`src/sv/bqr_pkg.sv`:
```
// Package: shared types, codes and defaults of the broadcast queue.
package bqr_pkg;

  localparam int DEPTH_DEF   = 64;
  localparam int READERS_DEF = 8;

  localparam int CFG_IDX_W  = 2;
  localparam int CFG_DATA_W = 16;

  localparam logic [CFG_IDX_W-1:0] CFG_DEPTH_LIMIT   = 2'd0;
  localparam logic [CFG_IDX_W-1:0] CFG_SIZE_LIMIT_ON = 2'd1;
  localparam logic [CFG_IDX_W-1:0] CFG_SIZE_LIMIT    = 2'd2;

  typedef enum logic [2:0] {
    OP_POST    = 3'd0,
    OP_RECV    = 3'd1,
    OP_RELEASE = 3'd2,
    OP_DRAIN   = 3'd3,
    OP_SUB     = 3'd4,
    OP_UNSUB   = 3'd5
  } op_t;

  typedef enum logic [2:0] {
    ST_OK      = 3'd0,
    ST_SIZE    = 3'd1,
    ST_NOREAD  = 3'd2,
    ST_FULL    = 3'd3,
    ST_EMPTY   = 3'd4,
    ST_NOSLOT  = 3'd5
  } status_t;

  typedef enum logic [1:0] {
    K_NONE = 2'd0,
    K_CONF = 2'd1,
    K_OPP  = 2'd2
  } kind_t;

  typedef enum logic [3:0] {
    S_IDLE,
    S_DISPATCH,
    S_RECV_DATA,
    S_REL_WR,
    S_RA_RD,
    S_RA_WR,
    S_RECL,
    S_OPP_CHK,
    S_OPP_WR,
    S_OPP_CONT,
    S_POP_RD,
    S_POP_CHK,
    S_DONE
  } state_t;

  typedef struct packed {
    logic latch;
    logic post;
    logic sub;
    logic set_empty;
    logic recv_start;
    logic recv_out;
    logic rel_rd;
    logic drop_p;
    logic drop_cur;
    logic opp_init;
    logic opp_first;
    logic opp_next;
    logic rd_head;
    logic pop;
    logic unsub_fin;
  } cmd_t;

  typedef struct packed {
    op_t  op;
    logic rid_ok;
    logic kind_some;
    logic recv_empty;
    logic rel_ok;
    logic rcopy;
    logic cur_caught;
    logic cur_last;
    logic opp_go;
    logic opp_sel;
    logic opp_match;
    logic count_nz;
    logic refs_zero;
  } stat_t;

endpackage

```
`src/sv/bqr_ctrl.sv`:
```
// Controller: sequences each request over the datapath.
module bqr_ctrl (
  input  logic           clk,
  input  logic           rst_n,
  input  logic           start,
  input  bqr_pkg::stat_t st,
  output bqr_pkg::cmd_t  cmd,
  output logic           busy,
  output logic           out_valid
);

  bqr_pkg::state_t state_r, state_nxt;

  always_ff @(posedge clk) begin
    if (!rst_n) state_r <= bqr_pkg::S_IDLE;
    else        state_r <= state_nxt;
  end

  always_comb begin
    state_nxt = state_r;
    case (state_r)
      bqr_pkg::S_IDLE: begin
        if (start) state_nxt = bqr_pkg::S_DISPATCH;
      end
      bqr_pkg::S_DISPATCH: begin
        case (st.op)
          bqr_pkg::OP_RECV:    state_nxt = st.recv_empty ? bqr_pkg::S_DONE
                                                         : bqr_pkg::S_RECV_DATA;
          bqr_pkg::OP_RELEASE: state_nxt = st.rel_ok ? bqr_pkg::S_REL_WR : bqr_pkg::S_RECL;
          bqr_pkg::OP_DRAIN:   state_nxt = st.rid_ok ? bqr_pkg::S_RA_RD : bqr_pkg::S_DONE;
          bqr_pkg::OP_UNSUB:   state_nxt = st.kind_some ? bqr_pkg::S_RA_RD : bqr_pkg::S_DONE;
          default:             state_nxt = bqr_pkg::S_DONE;
        endcase
      end
      bqr_pkg::S_RECV_DATA: state_nxt = st.rcopy ? bqr_pkg::S_RECL : bqr_pkg::S_DONE;
      bqr_pkg::S_REL_WR:    state_nxt = bqr_pkg::S_RECL;
      bqr_pkg::S_RA_RD:     state_nxt = st.cur_caught ? bqr_pkg::S_RECL : bqr_pkg::S_RA_WR;
      bqr_pkg::S_RA_WR:     state_nxt = bqr_pkg::S_RA_RD;
      bqr_pkg::S_RECL:      state_nxt = st.opp_go ? bqr_pkg::S_OPP_CHK : bqr_pkg::S_POP_RD;
      bqr_pkg::S_OPP_CHK: begin
        if (st.opp_sel)       state_nxt = bqr_pkg::S_OPP_WR;
        else if (st.cur_last) state_nxt = bqr_pkg::S_POP_RD;
      end
      bqr_pkg::S_OPP_WR: begin
        if (st.opp_match)     state_nxt = bqr_pkg::S_OPP_CONT;
        else if (st.cur_last) state_nxt = bqr_pkg::S_POP_RD;
        else                  state_nxt = bqr_pkg::S_OPP_CHK;
      end
      bqr_pkg::S_OPP_CONT: begin
        if (!st.cur_caught)   state_nxt = bqr_pkg::S_OPP_WR;
        else if (st.cur_last) state_nxt = bqr_pkg::S_POP_RD;
        else                  state_nxt = bqr_pkg::S_OPP_CHK;
      end
      bqr_pkg::S_POP_RD:  state_nxt = st.count_nz ? bqr_pkg::S_POP_CHK : bqr_pkg::S_DONE;
      bqr_pkg::S_POP_CHK: state_nxt = st.refs_zero ? bqr_pkg::S_POP_RD : bqr_pkg::S_DONE;
      bqr_pkg::S_DONE:    state_nxt = bqr_pkg::S_IDLE;
      default:            state_nxt = bqr_pkg::S_IDLE;
    endcase
  end

  always_comb begin
    cmd       = '0;
    busy      = (state_r != bqr_pkg::S_IDLE);
    out_valid = (state_r == bqr_pkg::S_DONE);
    case (state_r)
      bqr_pkg::S_IDLE: cmd.latch = start;
      bqr_pkg::S_DISPATCH: begin
        case (st.op)
          bqr_pkg::OP_POST: cmd.post = 1'b1;
          bqr_pkg::OP_SUB:  cmd.sub  = 1'b1;
          bqr_pkg::OP_RECV: begin
            cmd.set_empty  = st.recv_empty;
            cmd.recv_start = !st.recv_empty;
          end
          bqr_pkg::OP_RELEASE: cmd.rel_rd = st.rel_ok;
          default: ;
        endcase
      end
      bqr_pkg::S_RECV_DATA: begin
        cmd.recv_out = 1'b1;
        cmd.drop_p   = st.rcopy;
      end
      bqr_pkg::S_REL_WR: cmd.drop_p   = 1'b1;
      bqr_pkg::S_RA_WR:  cmd.drop_cur = 1'b1;
      bqr_pkg::S_RECL:   cmd.opp_init = st.opp_go;
      bqr_pkg::S_OPP_CHK: begin
        cmd.opp_first = st.opp_sel;
        cmd.opp_next  = !st.opp_sel && !st.cur_last;
      end
      bqr_pkg::S_OPP_WR: begin
        cmd.drop_cur = st.opp_match;
        cmd.opp_next = !st.opp_match && !st.cur_last;
      end
      bqr_pkg::S_OPP_CONT: cmd.opp_next = st.cur_caught && !st.cur_last;
      bqr_pkg::S_POP_RD:   cmd.rd_head  = 1'b1;
      bqr_pkg::S_POP_CHK:  cmd.pop      = st.refs_zero;
      bqr_pkg::S_DONE:     cmd.unsub_fin = (st.op == bqr_pkg::OP_UNSUB) && st.kind_some;
      default: ;
    endcase
  end

  a_accept: assert property (@(posedge clk) disable iff (!rst_n)
    (state_r == bqr_pkg::S_IDLE && start) |=> (state_r == bqr_pkg::S_DISPATCH))
    else $error("accepted item not dispatched");

  a_strobe: assert property (@(posedge clk) disable iff (!rst_n)
    out_valid |=> (!out_valid && !busy))
    else $error("result strobe longer than one cycle");

  a_valid_busy: assert property (@(posedge clk) disable iff (!rst_n)
    out_valid |-> busy)
    else $error("result strobe while idle");

endmodule

```
`config.mk`:
```
export PLATFORM = sky130hd
export DESIGN_NAME = bqr_ctrl
export DESIGN_NICKNAME = d
export VERILOG_FILES = /design/src/sv/bqr_pkg.sv /design/src/sv/bqr_ctrl.sv
export SDC_FILE = /design/constraint.sdc
export NUM_CORES = 1
export LEC_CHECK = 0
export BUFFER_PORTS_ARGS = -buffer_cell sky130_fd_sc_hd__buf_4
export CAP_MARGIN = 5
export CELL_PAD_IN_SITES_DETAIL_PLACEMENT = 1
export CELL_PAD_IN_SITES_GLOBAL_PLACEMENT = 1
export CORE_MARGIN = 3
export CORE_UTILIZATION = 25
export CTS_CLUSTER_DIAMETER = 80
export CTS_CLUSTER_SIZE = 8
export DETAILED_ROUTE_END_ITERATION = 8
export PLACE_DENSITY = 0.65
export SETUP_SLACK_MARGIN = 0.15
export SYNTH_ARGS = -nofsm -noshare
export SYNTH_HDL_FRONTEND = slang
export SYNTH_SLANG_ARGS = --single-unit
```
`constraint.sdc`:
```
create_clock -name clk -period 1.89 [get_ports clk]
set_clock_uncertainty 0.1 [all_clocks]
set_input_delay 0.378 -clock clk [delete_from_list [all_inputs] [get_ports clk]]
set_output_delay 0.378 -clock clk [all_outputs]
set_load 0.05 [all_outputs]
```
==> results.md, run 1 <==
Timing:
- The fraction of the cycle the final worst path needs is 1.159.
- The worst setup margin is -0.3000 ns.
- The worst pin sits at a relative slew slack of 0.7567.
- The smallest hold slack is approximately 0.32 ns.
- The setup violation total in the final timing report is 16.
- The number of max-slew violations in the final report is 0.
- The total count of hold-check failures in the final report was 0.
- The slew at the pin closest to its max-slew limit is around 0.36 ns.
- Setup repair after global routing could not meet its margin everywhere.
- For the finished layout, the period the worst path requires is between 2 and 2.5 ns.
- Timing would allow up to about 0.46 GHz.

Synthesis:
- Of the total synthesized cell area, the portion taken by AND, OR, NAND and NOR gates is 0.4801.
- Among all flip-flop cells after synthesis, the most frequent one is sky130_fd_sc_hd__dfxtp_1.
- The mapped cell area is between 600 and 700 um^2.
- For this run, the number of Yosys warnings is 0.
- A synthesized cell averages between 6 and 7 um^2.
- For this run, the register share of the synthesized area comes to 0.1159.
- The synthesized design contains 0 enable-type register cells.
- The cell type with the largest total area after synthesis is sky130_fd_sc_hd__dfxtp_1.
- Counting flops and latches in the post-synthesis netlist gives 4.
- The arithmetic-cell share of the synthesized area counting full adders, half adders and majority gates is 0.
- Ranked by total cell area, the synthesized netlist is headed by sky130_fd_sc_hd__dfxtp_1 12%, sky130_fd_sc_hd__nand2b_1 10%, sky130_fd_sc_hd__nor2_1 6.5%.
- Of the post-synthesis cell area, the dominant cell type holds 0.1159.
- The share of the synthesized area in compound gates (AO/OA/AOI/OAI) is 0.2971.
- For this run, asynchronously set or reset flops after synthesis account for 0.
- Synthesis produced just over 100 cells.
- By area, the combinational part of the netlist is dominated by simple AND/OR/NAND/NOR gates.
- The multiplexer fraction of the synthesized cell area is 0.
- Synthesis instantiated 43 different standard cells from the library.
- The number of nets in the synthesized netlist is ~120.
- Of the total synthesized cell area, the portion taken by XOR and XNOR cells is 0.01268.

Power and ir drop:
- Of the total power, the share spent switching nets is 0.4854.
- Of the total power, the clock network draws 0.054.
- The share of total power dissipated in combinational logic is 0.876.
- The standby leakage power is approximately 0.70 nW.
- The power per cell area is between 1000 and 1500 mW/mm^2.
- The sequential cell fraction of total power is 0.070.
- Overall power consumption after layout is estimated at between 2 and 2.5 mW.
- The internal portion of the total power is 1.161 mW.
- The net load switching power is about 1.1 mW.
- The maximum resistive drop on vdd is approximately 1.3 mV.

Global routing:
- The initial antenna violation count is 0.
- Entering global routing, the biggest net connects 9 pins.
- The total routing resource utilization after global routing is 0.2377.
- In the global route stage, met3 resource usage came out at 0.04605.
- The highest-utilization routing layer at the global route stage is met2.
- The overflow left after global routing is 0.
- The via count of the first global-routing pass is ~1100.
- The global-route wire length before repair is a little over 6 mm.
- The met1 capacity usage during global routing is 0.3029.
- For this run, global-route usage on met2 was measured as 0.4003.

Worst setup path:
- The setup check on the worst reg-to-reg path leaves a slack of -0.02 ns.
- By startpoint and endpoint, the worst setup path is classified as register to output pin.
- The startpoint identified for the worst register-to-register timing path is state_r[3].
- STA classifies the critical path endpoint as an output pin.
- The endpoint identified for the worst register-to-register timing path is state_r[1].
- At the worst endpoint, the required time is about 1.4 ns.
- Counting both buffers and inverters, the worst setup path holds a total of 2.
- The top fanout value on the critical path is 8.
- STA classifies the critical path startpoint as a register.
- The slowest stage of the critical path belongs to the cell sky130_fd_sc_hd__or4b_4.
- The dominant delay contributor by cell family on the critical path is simple AND/OR/NAND/NOR gates.
- Data arrives at the worst endpoint at between 1.5 and 2 ns.
- The worst reg2reg path depth is 10.
- The largest single stage delay on the critical path is roughly 0.53 ns.
- The cell type with the highest occurrence count on the critical path is sky130_fd_sc_hd__buf_6.
- The signal on the critical path passes through or4b_4 -> buf_6 -> nor4_4 -> buf_6.

Run status:
- The final reports fail on negative setup slack.
- The flow ran to the end, but the final reports show violations.

Finish:
- From synthesis to final layout, the design area changed by 143.3%.
- The share of layout cells above drive strength 1 is 0.6807.
- The number of nets in the layout is 186.
- More flip-flops sit in one register than any other, and that register is state_r.
- After filler insertion, the fill cell instance count of the layout stands at approximately 280.
- The number of antenna diodes in the final layout is 0.
- In the final layout, the registers with the most flip-flops are state_r x4.
- The number of flip-flops in the largest register is 4.

Clock network:
- The later pin in the worst-skew pair is clocked with a latency of around 0.26 ns.
- The clock root buffer is sky130_fd_sc_hd__clkbuf_4.
- Clock tree synthesis inserted a total of 3 buffers.
- CTS built an H-tree with a depth of 1.
- For this design, the CTS-stage hold fixing added 0 buffers.
- Clock-pin slew was measured on the worst setup and hold paths at around 0.05 ns.
- The maximum buffer depth of the clock tree is 2.
- The number of sinks handled by clock tree synthesis is 4.
- The TritonCTS clock tree is done.

Floorplanning:
- The total core area is ~0.0025 mm^2.
- The vertical die dimension is roughly 60 um.
- The width of the die is between 50 and 60 um.
- For this configuration, the core starts out at a cell density of 0.2714.
- The initialized floorplan defines 18 standard-cell rows.
- The area of the die is approximately 0.0034 mm^2.
- For this design the top-level I/O count stands at 35.

Min path:
- The launch instance of the worst min-delay path is rst_n.
- The hold path depth is 3.
- The endpoint with the worst hold slack is state_r[2].
- The worst hold path class is primary input to register.

Drt:
- The total wire length is 3.807 mm.
- The length of the first detailed-routing pass in iterations is 4.
- The starting DRC count in detailed routing is 22.
- The detailed router placed ~1100 vias in this run.
- The count of nets left with antenna violations after detail routing is 0.
- The wire length per cell after detailed routing is about 20 um.
- The via density per instance is 5.449.
- After detailed routing, the number of remaining DRC violations is 0.

Placement:
- At the end of routability-driven placement, the weighted congestion stood at 0.7500.
- The half-perimeter wire length after placement is approximately 2.1 mm.
- The count of buffers inserted at the top-level ports is 34.

Job:
- The tool flagged a number of max-cap violations equal to 0.
[worst min-delay path, delay by kind of cell]
family	cells	cell delay, ns
AO/OA/AOI/OAI	1	0.06
buffers and inverters	2	0.21
[power by group through the flow]
stage	Combinational, mW	Clock [mW]	Sequential [mW]
floorplan	0.828	0	0.153
global placement	1.12	0	0.135
detailed placement	1.14	0	0.142
CTS	1.79	0.117	0.153
global route	2.08	0.129	0.159
finish	1.98	0.122	0.157
[layer usage]
layer,vias up,part of all wire
met5,-,0
met4,0,0.0076
met3,5,0.032
met2,20,0.52
met1,533,0.44
li1,510,-
[logic make-up after synthesis]
| family | Yosys count |
|---|---|
| compound gates | 28 |
| xor+xnor | 1 |
| buf+inv | 15 |
| flops | 4 |
| simple gates | 55 |
[area by class of cell]
cell class / count / area [um^2] / area share
timing repair buffer: 68 / 705.7 / 0.4200
multi-input combinational: 84 / 802.0 / 0.4773
clock buffer: 3 / 22.52 / 0.01340
inverter: 7 / 28.78 / 0.01713
tap: 30 / 37.54 / 0.02234
sequential: 4 / 83.83 / 0.04989
[cells in the mapped netlist (2+ instances only)]
cell	n
sky130_fd_sc_hd__a21oi_1	3
sky130_fd_sc_hd__clkbuf_1	2
sky130_fd_sc_hd__a31oi_1	4
sky130_fd_sc_hd__nand3b_1	2
sky130_fd_sc_hd__nand2b_1	11
sky130_fd_sc_hd__nor2_1	12
sky130_fd_sc_hd__nand2_1	5
sky130_fd_sc_hd__and3_1	3
sky130_fd_sc_hd__dfxtp_1	4
sky130_fd_sc_hd__nor3_1	3
sky130_fd_sc_hd__inv_1	7
sky130_fd_sc_hd__or4_1	2
sky130_fd_sc_hd__nor2b_1	2
sky130_fd_sc_hd__nor4_1	5
sky130_fd_sc_hd__o21ai_0	6
sky130_fd_sc_hd__o211ai_1	2
sky130_fd_sc_hd__buf_2	4
[worst max-delay path by stage]
stage | cells after the start | end | slack [ns] | from
final | 4 | cmd[11] | -0.30 | state_r[3]
after global routing | 4 | cmd[10] | -0.35 | state_r[3]
after CTS | 4 | cmd[11] | -0.28 | state_r[3]
after detailed placement | 4 | cmd[11] | -0.06 | state_r[2]
after global placement | 4 | cmd[11] | -0.01 | state_r[2]
after floorplan | 3 | cmd[10] | -0.20 | state_r[3]
[cell usage in the layout (no fill, tap or decap), types with 2 or more instances in the layout]
cell	count
sky130_fd_sc_hd__or4_4	3
sky130_fd_sc_hd__buf_6	26
sky130_fd_sc_hd__nor2_4	7
sky130_fd_sc_hd__buf_4	29
sky130_fd_sc_hd__a31oi_1	3
sky130_fd_sc_hd__nand2b_4	4
sky130_fd_sc_hd__buf_12	2
sky130_fd_sc_hd__nand2b_1	7
sky130_fd_sc_hd__nand3b_1	2
sky130_fd_sc_hd__nor4_4	5
sky130_fd_sc_hd__clkbuf_4	3
sky130_fd_sc_hd__nor2_1	4
sky130_fd_sc_hd__o21ai_0	5
sky130_fd_sc_hd__a21oi_1	2
sky130_fd_sc_hd__buf_8	10
sky130_fd_sc_hd__dfxtp_2	3
sky130_fd_sc_hd__and3_4	2
sky130_fd_sc_hd__o211ai_1	2
sky130_fd_sc_hd__nor3_4	3
sky130_fd_sc_hd__nand2_1	3
sky130_fd_sc_hd__inv_1	5
[through the flow]
stage                     std cells  TNS [ns]  setup WS (ns)  instance area (um^2)    util
after floorplan                 103   -0.8064        -0.1985                 833.3       -
after global placement          168  -0.03931       -0.01351                  1130  0.4440
after detailed placement        168   -0.2005       -0.06215                  1130  0.4440
after CTS                       191    -2.198        -0.2830                  1574  0.6185
after global routing            196    -3.286        -0.3458                  1680  0.6603
final                           196    -2.556        -0.3000                  1680  0.6603
[what timing repair did]
| item | 4_1_cts | 5_1_grt |
|---|---|---|
| setup endpoints to repair | 20 | 21 |
| setup buffers | 19 | 5 |
| pin swaps | 11 | 12 |
| gates resized for setup | 70 | 14 |
| cloned | 1 | 0 |
(Power assumes the default switching activity.)
==> inputs of run 2 (changes only) <==
--- a/constraint.sdc
+++ b/constraint.sdc
@@ -4,2 +4,2 @@
 set_output_delay 0.378 -clock clk [all_outputs]
-set_load 0.05 [all_outputs]
+set_load 0.1 [all_outputs]
==> results.md, run 2 (synthesis gave the netlist of run 1 again) <==
Drt:
- The starting DRC count in detailed routing is 21 (-4.5%).
- The overall via count from detail_route was 1009 (-5.5%).
- The total wire length is 3.048 mm (-20%).
- The number of remaining DRC errors is 0 (unchanged).
- The via density per instance was 5.454 (about the same).
- The count of nets left with antenna violations after detail routing is 0 (unchanged).
- The wire length per cell after detailed routing came to 16.48 um (-15%).
- The length of the first detailed-routing pass in iterations came to 4 (unchanged).

Timing:
- The setup TNS after final layout was -1.960 ns (+0.5961 ns).
- The setup violation total in the final timing report is 11 (-5).
- The slew at the pin closest to its max-slew limit was 0.3467 ns (-0.01821 ns).
- The max-slew headroom at the worst pin is 0.7689 (+0.01214).
- The fraction of the cycle the final worst path needs came to 1.178 (+0.01930).
- The final critical-path required period is 2.226 ns (+0.03649 ns).
- The total count of hold-check failures in the final report is 0 (unchanged).
- The number of max-slew violations in the final report is 0 (unchanged).
- The top achievable clock speed is 0.4491 GHz (-1.6%).
- Setup repair after global routing could not meet its margin everywhere.
- The worst setup margin is -0.3365 ns (-0.03649 ns).

Finish:
- The library cell used most frequently in the layout, excluding fill and tap cells, is sky130_fd_sc_hd__buf_4.
- The area growth from synthesis to layout is 130.1%.
- The post-route core utilization is 0.6244 (-0.03589).
- The antenna diode count is 0 (unchanged).
- The area of all placed cells without fillers is 0.001589 mm^2 (-5.4%).
- The largest registers in the layout are state_r x4.
- The share of layout cells above drive strength 1 is 0.6194 (-0.06137).
- More flip-flops sit in one register than any other, and that register is state_r.
- In the layout the commonest cells are 30 x sky130_fd_sc_hd__buf_4, 14 x sky130_fd_sc_hd__buf_6, 12 x sky130_fd_sc_hd__buf_12.
- The number of nets in the layout is 175 (-5.9%).
- The number of flip-flops in the largest register is 4 (unchanged).

Power and ir drop:
- The standby leakage power is 0.6186 nW (-11%).
- The total power is 2.182 mW (-3.3%).
- The power per cell area is 1373 mW/mm^2 (+2.3%).
- The maximum resistive drop on vdd was 1.588 mV (+22%).

Run status:
- The run finished, with violations left.
- The final reports fail on negative setup slack.

Floorplanning:
- The width of the die came to 58.56 um (unchanged).
- The vertical die dimension is 58.56 um (unchanged).
- The floorplan row count is 18 (unchanged).
- The area of the die is 0.003429 mm^2 (unchanged).
- The starting density of the core is 0.2714 (unchanged).
- The total core area is 0.002545 mm^2 (unchanged).
- The number of top-level pins is 35 (unchanged).

Worst setup path:
- The signal arrival time at the worst endpoint is 1.75 ns (+0.04 ns).
- The signal on the critical path passes through or4b_1 -> buf_6 -> nor4_4 -> buf_6.
- The largest individual stage delay along the critical path comes from the cell sky130_fd_sc_hd__or4b_1.
- The critical path in this run is classified as register to output pin.
- The worst reg2reg path depth came to 6 (-4).
- The highest cell delay on the worst timing path is 0.53 ns (about the same).
- The cell depth of the worst setup path is 4 (unchanged).
- The cell type with the highest occurrence count on the critical path is sky130_fd_sc_hd__buf_6.
- The top fanout value on the critical path is 8 (unchanged).
- The dominant delay contributor by cell family on the critical path is simple AND/OR/NAND/NOR gates.
- The startpoint type of the worst setup path is a register.
- The count of buffer and inverter cells on the critical path came to 2 (unchanged).
- The worst setup path is captured at an output pin.
- The critical path data required time came to 1.41 ns (about the same).

Clock network:
- The number of sinks handled by clock tree synthesis is 4 (unchanged).
- The number of buffers inserted by hold repair at cts is 0 (unchanged).
- The number of levels in the clock H-tree is 1 (unchanged).
- The clock-pin slew reported for the worst setup and hold paths after clock tree synthesis is 0.04 ns (about the same).
- The clock buffer count from CTS is 3 (unchanged).
- The maximum buffer depth of the clock tree is 2 (unchanged).
- TritonCTS built the clock tree.
- The clock root buffer is sky130_fd_sc_hd__clkbuf_4.
- The clock network latency to the later pin of the worst-skew pair is 0.24 ns (-0.02 ns).

Global routing:
- The overflow left after global routing is 0 (unchanged).
- The maximum number of pins on one net before global-route repair is 11 (+2).
- The total routing resource utilization after global routing is 0.1942 (-0.04356).
- The initial antenna violation count is 0 (unchanged).
- The global-route wire length before repair was 5.112 mm (-16%).
- The via count of the first global-routing pass came to 1080 (-4.3%).

Placement:
- The half-perimeter wire length after placement is 2.212 mm (+4.9%).
- The cell area reported after detailed placement is 0.001211 mm^2 (+7.2%).
- The routability-driven placement congestion ratio is 0.7475 (-0.33%).
- The count of buffers inserted at the top-level ports is 34 (unchanged).

Min path:
- The worst hold path class is primary input to register.
- The hold path depth is 3 (unchanged).

Job:
- The number of maximum-capacitance violations is 0 (unchanged).
## run 2: per-layer routing
metal  vias to the layer above  global-route usage  part of all wire
li1                        491                   -                 -
met1                       489              0.2487              0.42
met2                        25              0.3317              0.51
met3                         4             0.03728             0.053
met4                         0             0.04967             0.012
met5                         -                   0                 0
## run 2: final cells by class
type                       count  area (um^2)
fill                         280        955.9
multi-input combinational     84        774.5
timing repair buffer          57        638.1
sequential                     4        82.58
tap                           30        37.54
inverter                       7        33.78
clock buffer                   3        22.52
## run 2: tightest hold or removal path, stage by stage
cell and delay, ns:
sky130_fd_sc_hd__buf_4 0.11, sky130_fd_sc_hd__inv_1 0.08, sky130_fd_sc_hd__a41oi_2 0.04
## run 2: worst paths after layout
path,start,endpoint,slack (ns)
setup / recovery,state_r[2],cmd[10],-0.34
hold / removal,rst_n,state_r[1],0.31
setup reg to reg,state_r[2],state_r[0],0.07
hold reg to reg,state_r[1],state_r[0],0.63
## run 2: repair_timing
item,CTS,global route
setup buffers,7,1
setup endpoints to repair,19,20
gates resized for setup,68,4
pin swaps,5,3
## run 2: stage by stage
stage          hold WS, ns  setup slack (ns)  instances
3_3_place_gp        0.5705           -0.1167        174
4_1_cts             0.3142           -0.3422        184
5_1_grt             0.3152           -0.3869        185
2_1_floorplan       0.4215           -0.6385        103
6_report            0.3097           -0.3365        185
3_5_place_dp        0.5649           -0.1454        174
## run 2: power by group
group | leakage (nW) | internal, mW | switching [mW]
combinational | 0.571 | 0.807 | 1.12
sequential | 0.0338 | 0.124 | 0.0238
clock | 0.0138 | 0.0713 | 0.0393
total | 0.619 | 1.00 | 1.18
==> inputs of run 3 (changes only) <==
==> constraint.sdc (replaced) <==
create_clock -name clk -period 1.89 [get_ports clk]
set_clock_uncertainty 0.1 [all_clocks]
set_input_delay 0.0945 -clock clk [delete_from_list [all_inputs] [get_ports clk]]
set_output_delay 0.0945 -clock clk [all_outputs]
set_load 0.1 [all_outputs]
==> results.md, run 3 (synthesis gave the netlist of run 1 again) <==
Placement:
- The count of buffers inserted at the top-level ports came to 34 (unchanged).
- The minimum setup slack after placement is 0.1407 ns (+0.2861 ns).
- The half-perimeter wire length after placement came to 2.059 mm (-6.9%).
- The routability-driven placement congestion ratio is 0.8172 (+9.3%).

Timing:
- Setup repair after global routing could not meet its margin everywhere.
- The worst setup margin was -0.02604 ns (+0.3104 ns).
- The slew at the pin closest to its max-slew limit is 0.3731 ns (+0.02644 ns).
- The number of max-slew violations in the final report came to 0 (unchanged).
- The smallest hold slack is 0.04614 ns (-0.2635 ns).
- The fraction of the cycle the final worst path needs is 1.014 (-0.1643).
- The final critical-path required period is 1.916 ns (-0.3104 ns).
- The total count of hold-check failures in the final report is 0 (unchanged).
- The setup violation total in the final timing report came to 3 (-8).
- The top achievable clock speed is 0.5219 GHz (+16%).
- The max-slew headroom at the worst pin was 0.7481 (-0.02078).
- The setup TNS after final layout is -0.06737 ns (+1.893 ns).

Floorplanning:
- The floorplan row count was 18 (unchanged).
- The number of top-level pins is 35 (unchanged).
- The vertical die dimension came to 58.56 um (unchanged).
- The total core area is 0.002545 mm^2 (unchanged).
- The starting density of the core is 0.2714 (unchanged).
- The width of the die is 58.56 um (unchanged).
- The area of the die is 0.003429 mm^2 (unchanged).

Drt:
- The total wire length came to 2.727 mm (-11%).
- The overall via count from detail_route is 947 (-6.1%).
- The count of nets left with antenna violations after detail routing is 0 (unchanged).
- The length of the first detailed-routing pass in iterations is 4 (unchanged).
- The starting DRC count in detailed routing is 20 (-4.8%).
- The wire length per cell after detailed routing was 15.41 um (-6.5%).
- The number of remaining DRC errors is 0 (unchanged).
- The via density per instance is 5.350 (-1.9%).

Finish:
- The antenna diode count is 0 (unchanged).
- The number of nets in the layout was 167 (-4.6%).
- The largest registers in the layout are state_r x4.
- The number of flip-flops in the largest register is 4 (unchanged).
- The post-route core utilization was 0.5393 (-0.08505).
- The library cell used most frequently in the layout, excluding fill and tap cells, is sky130_fd_sc_hd__buf_4.
- The share of layout cells above drive strength 1 is 0.5510 (-0.06833).
- Ranked by flip-flop count, first place goes to state_r.
- The area growth from synthesis to layout is 98.73%.
- The count of filler cells inserted in the layout is 301 (+7.5%).
- The top cell types in the final layout, fill and taps aside, are 31 x sky130_fd_sc_hd__buf_4, 11 x sky130_fd_sc_hd__buf_6, 9 x sky130_fd_sc_hd__nand2b_1.

Worst setup path:
- Traced cell by cell, the critical path runs through or4b_4 -> buf_6 -> nor4_4 -> buf_6.
- The top fanout value on the critical path was 6 (-2).
- The cell depth of the worst setup path is 4 (unchanged).
- The dominant delay contributor by cell family on the critical path is simple AND/OR/NAND/NOR gates.
- The kind of critical path is register to output pin.
- The count of buffer and inverter cells on the critical path is 2 (unchanged).
- The highest cell delay on the worst timing path was 0.53 ns (about the same).
- The first element of the critical path is state_r[2].
- The critical path data required time is 1.70 ns (+0.29 ns).
- The kind of end point of the critical path is an output pin.
- The signal arrival time at the worst endpoint is 1.72 ns (-0.03 ns).
- The worst reg2reg path depth is 5 (-1).
- On the critical path, the stage with the largest delay is an instance of sky130_fd_sc_hd__or4b_4.
- In this design, the critical path's most frequently occurring cell is sky130_fd_sc_hd__buf_6.
- The startpoint type of the worst setup path is a register.
- The startpoint identified for the worst register-to-register timing path is state_r[2].

Power and ir drop:
- The net load switching power is 1.065 mW (-9.7%).
- The total power is 1.853 mW (-15%).
- The net switching fraction of the power is 0.5748 (+0.03436).
- The cell internal power dissipation is 0.7879 mW (-21%).
- The standby leakage power was 0.5477 nW (-11%).
- The combinational cell fraction of total power is 0.857 (-0.025).
- The maximum resistive drop on vdd came to 1.160 mV (-27%).
- The proportion of power drawn by the clock network came to 0.058 (+0.007).
- The sequential cell fraction of total power was 0.085 (+0.017).
- The power per cell area was 1350 mW/mm^2 (-1.7%).

Clock network:
- The number of levels in the clock H-tree is 1 (unchanged).
- The TritonCTS clock tree is done.
- The clock-pin slew reported for the worst setup and hold paths after clock tree synthesis came to 0.04 ns (about the same).
- In this run the clock root is driven by a sky130_fd_sc_hd__clkbuf_4.
- The clock network latency to the later pin of the worst-skew pair is 0.23 ns (about the same).
- The maximum buffer depth of the clock tree is 2 (unchanged).
- The number of sinks handled by clock tree synthesis is 4 (unchanged).
- The clock buffer count from CTS is 3 (unchanged).

Global routing:
- The initial antenna violation count is 0 (unchanged).
- The maximum number of pins on one net before global-route repair is 15 (+4).
- The overflow left after global routing is 0 (unchanged).
- The total routing resource utilization after global routing is 0.1646 (-0.02964).
- The via count of the first global-routing pass is 929 (-14%).
- The global-route wire length before repair is 4.381 mm (-14%).

Min path:
- The hold path depth came to 3 (unchanged).
- The launch instance of the worst min-delay path is rst_n.
- The tightest min-delay check is of the primary input to register type.

Job:
- The number of maximum-capacitance violations came to 0 (unchanged).

Run status:
- The run finished, with violations left.
- The checks that failed: negative setup slack.
-- run 3: cell types whose count changed in the layout (fill, tap and decap cells not counted), sizes merged --
cell and delta:
buf -8, clkinvlp -2, inv +2
-- run 3: timing repair --
item / 4_1_cts / 5_1_grt
hold buffers: 0 / 0
resized for setup: 31 / 9
setup endpoints to repair: 10 / 16
pin swaps: 5 / 5
buffers inserted: 2 / 4
-- run 3: per-layer routing --
layer | wire length (um) | track usage | vias up
met5 | 0 | 0 | -
li1 | - | - | 477
met1 | 1135 | 0.2005 | 439
met3 | 165 | 0.02851 | 2
met2 | 1396 | 0.2855 | 29
met4 | 29 | 0.06291 | 0
-- run 3: power groups by stage --
stage / Combinational (mW) / Clock (mW) / Sequential, mW
2_1_floorplan: 1.05 / 0 / 0.153
3_3_place_gp: 1.38 / 0 / 0.150
3_5_place_dp: 1.38 / 0 / 0.152
4_1_cts: 1.53 / 0.109 / 0.154
5_1_grt: 1.67 / 0.126 / 0.167
6_report: 1.59 / 0.108 / 0.157
-- run 3: layout make-up --
class,count,area (um^2),area share
Timing Repair Buffer,49,491.7,0.3582
Sequential cell,4,83.83,0.06108
Clock buffer,3,22.52,0.01641
Inverter,7,26.28,0.01914
Multi-Input combinational cell,84,710.7,0.5178
Tap cell,30,37.54,0.02735
-- run 3: final timing paths --
| kind | end | slack [ns] |
|---|---|---|
| worst min-delay path | state_r[1] | 0.05 |
| worst max-delay path | cmd[11] | -0.03 |
| worst min register to register | state_r[0] | 0.56 |
| worst max register to register | state_r[1] | 0.11 |
-- run 3: per-stage QoR --
step | std cells | area (um^2)
CTS | 173 | 1309
global placement | 168 | 1147
global route | 177 | 1373
floorplan | 103 | 824.5
detailed placement | 168 | 1147
finish | 177 | 1373
-- run 3: worst min-delay path, cell delays in order --
cell and delay [ns]:
sky130_fd_sc_hd__buf_4 0.11, sky130_fd_sc_hd__inv_1 0.09, sky130_fd_sc_hd__a41oi_2 0.04
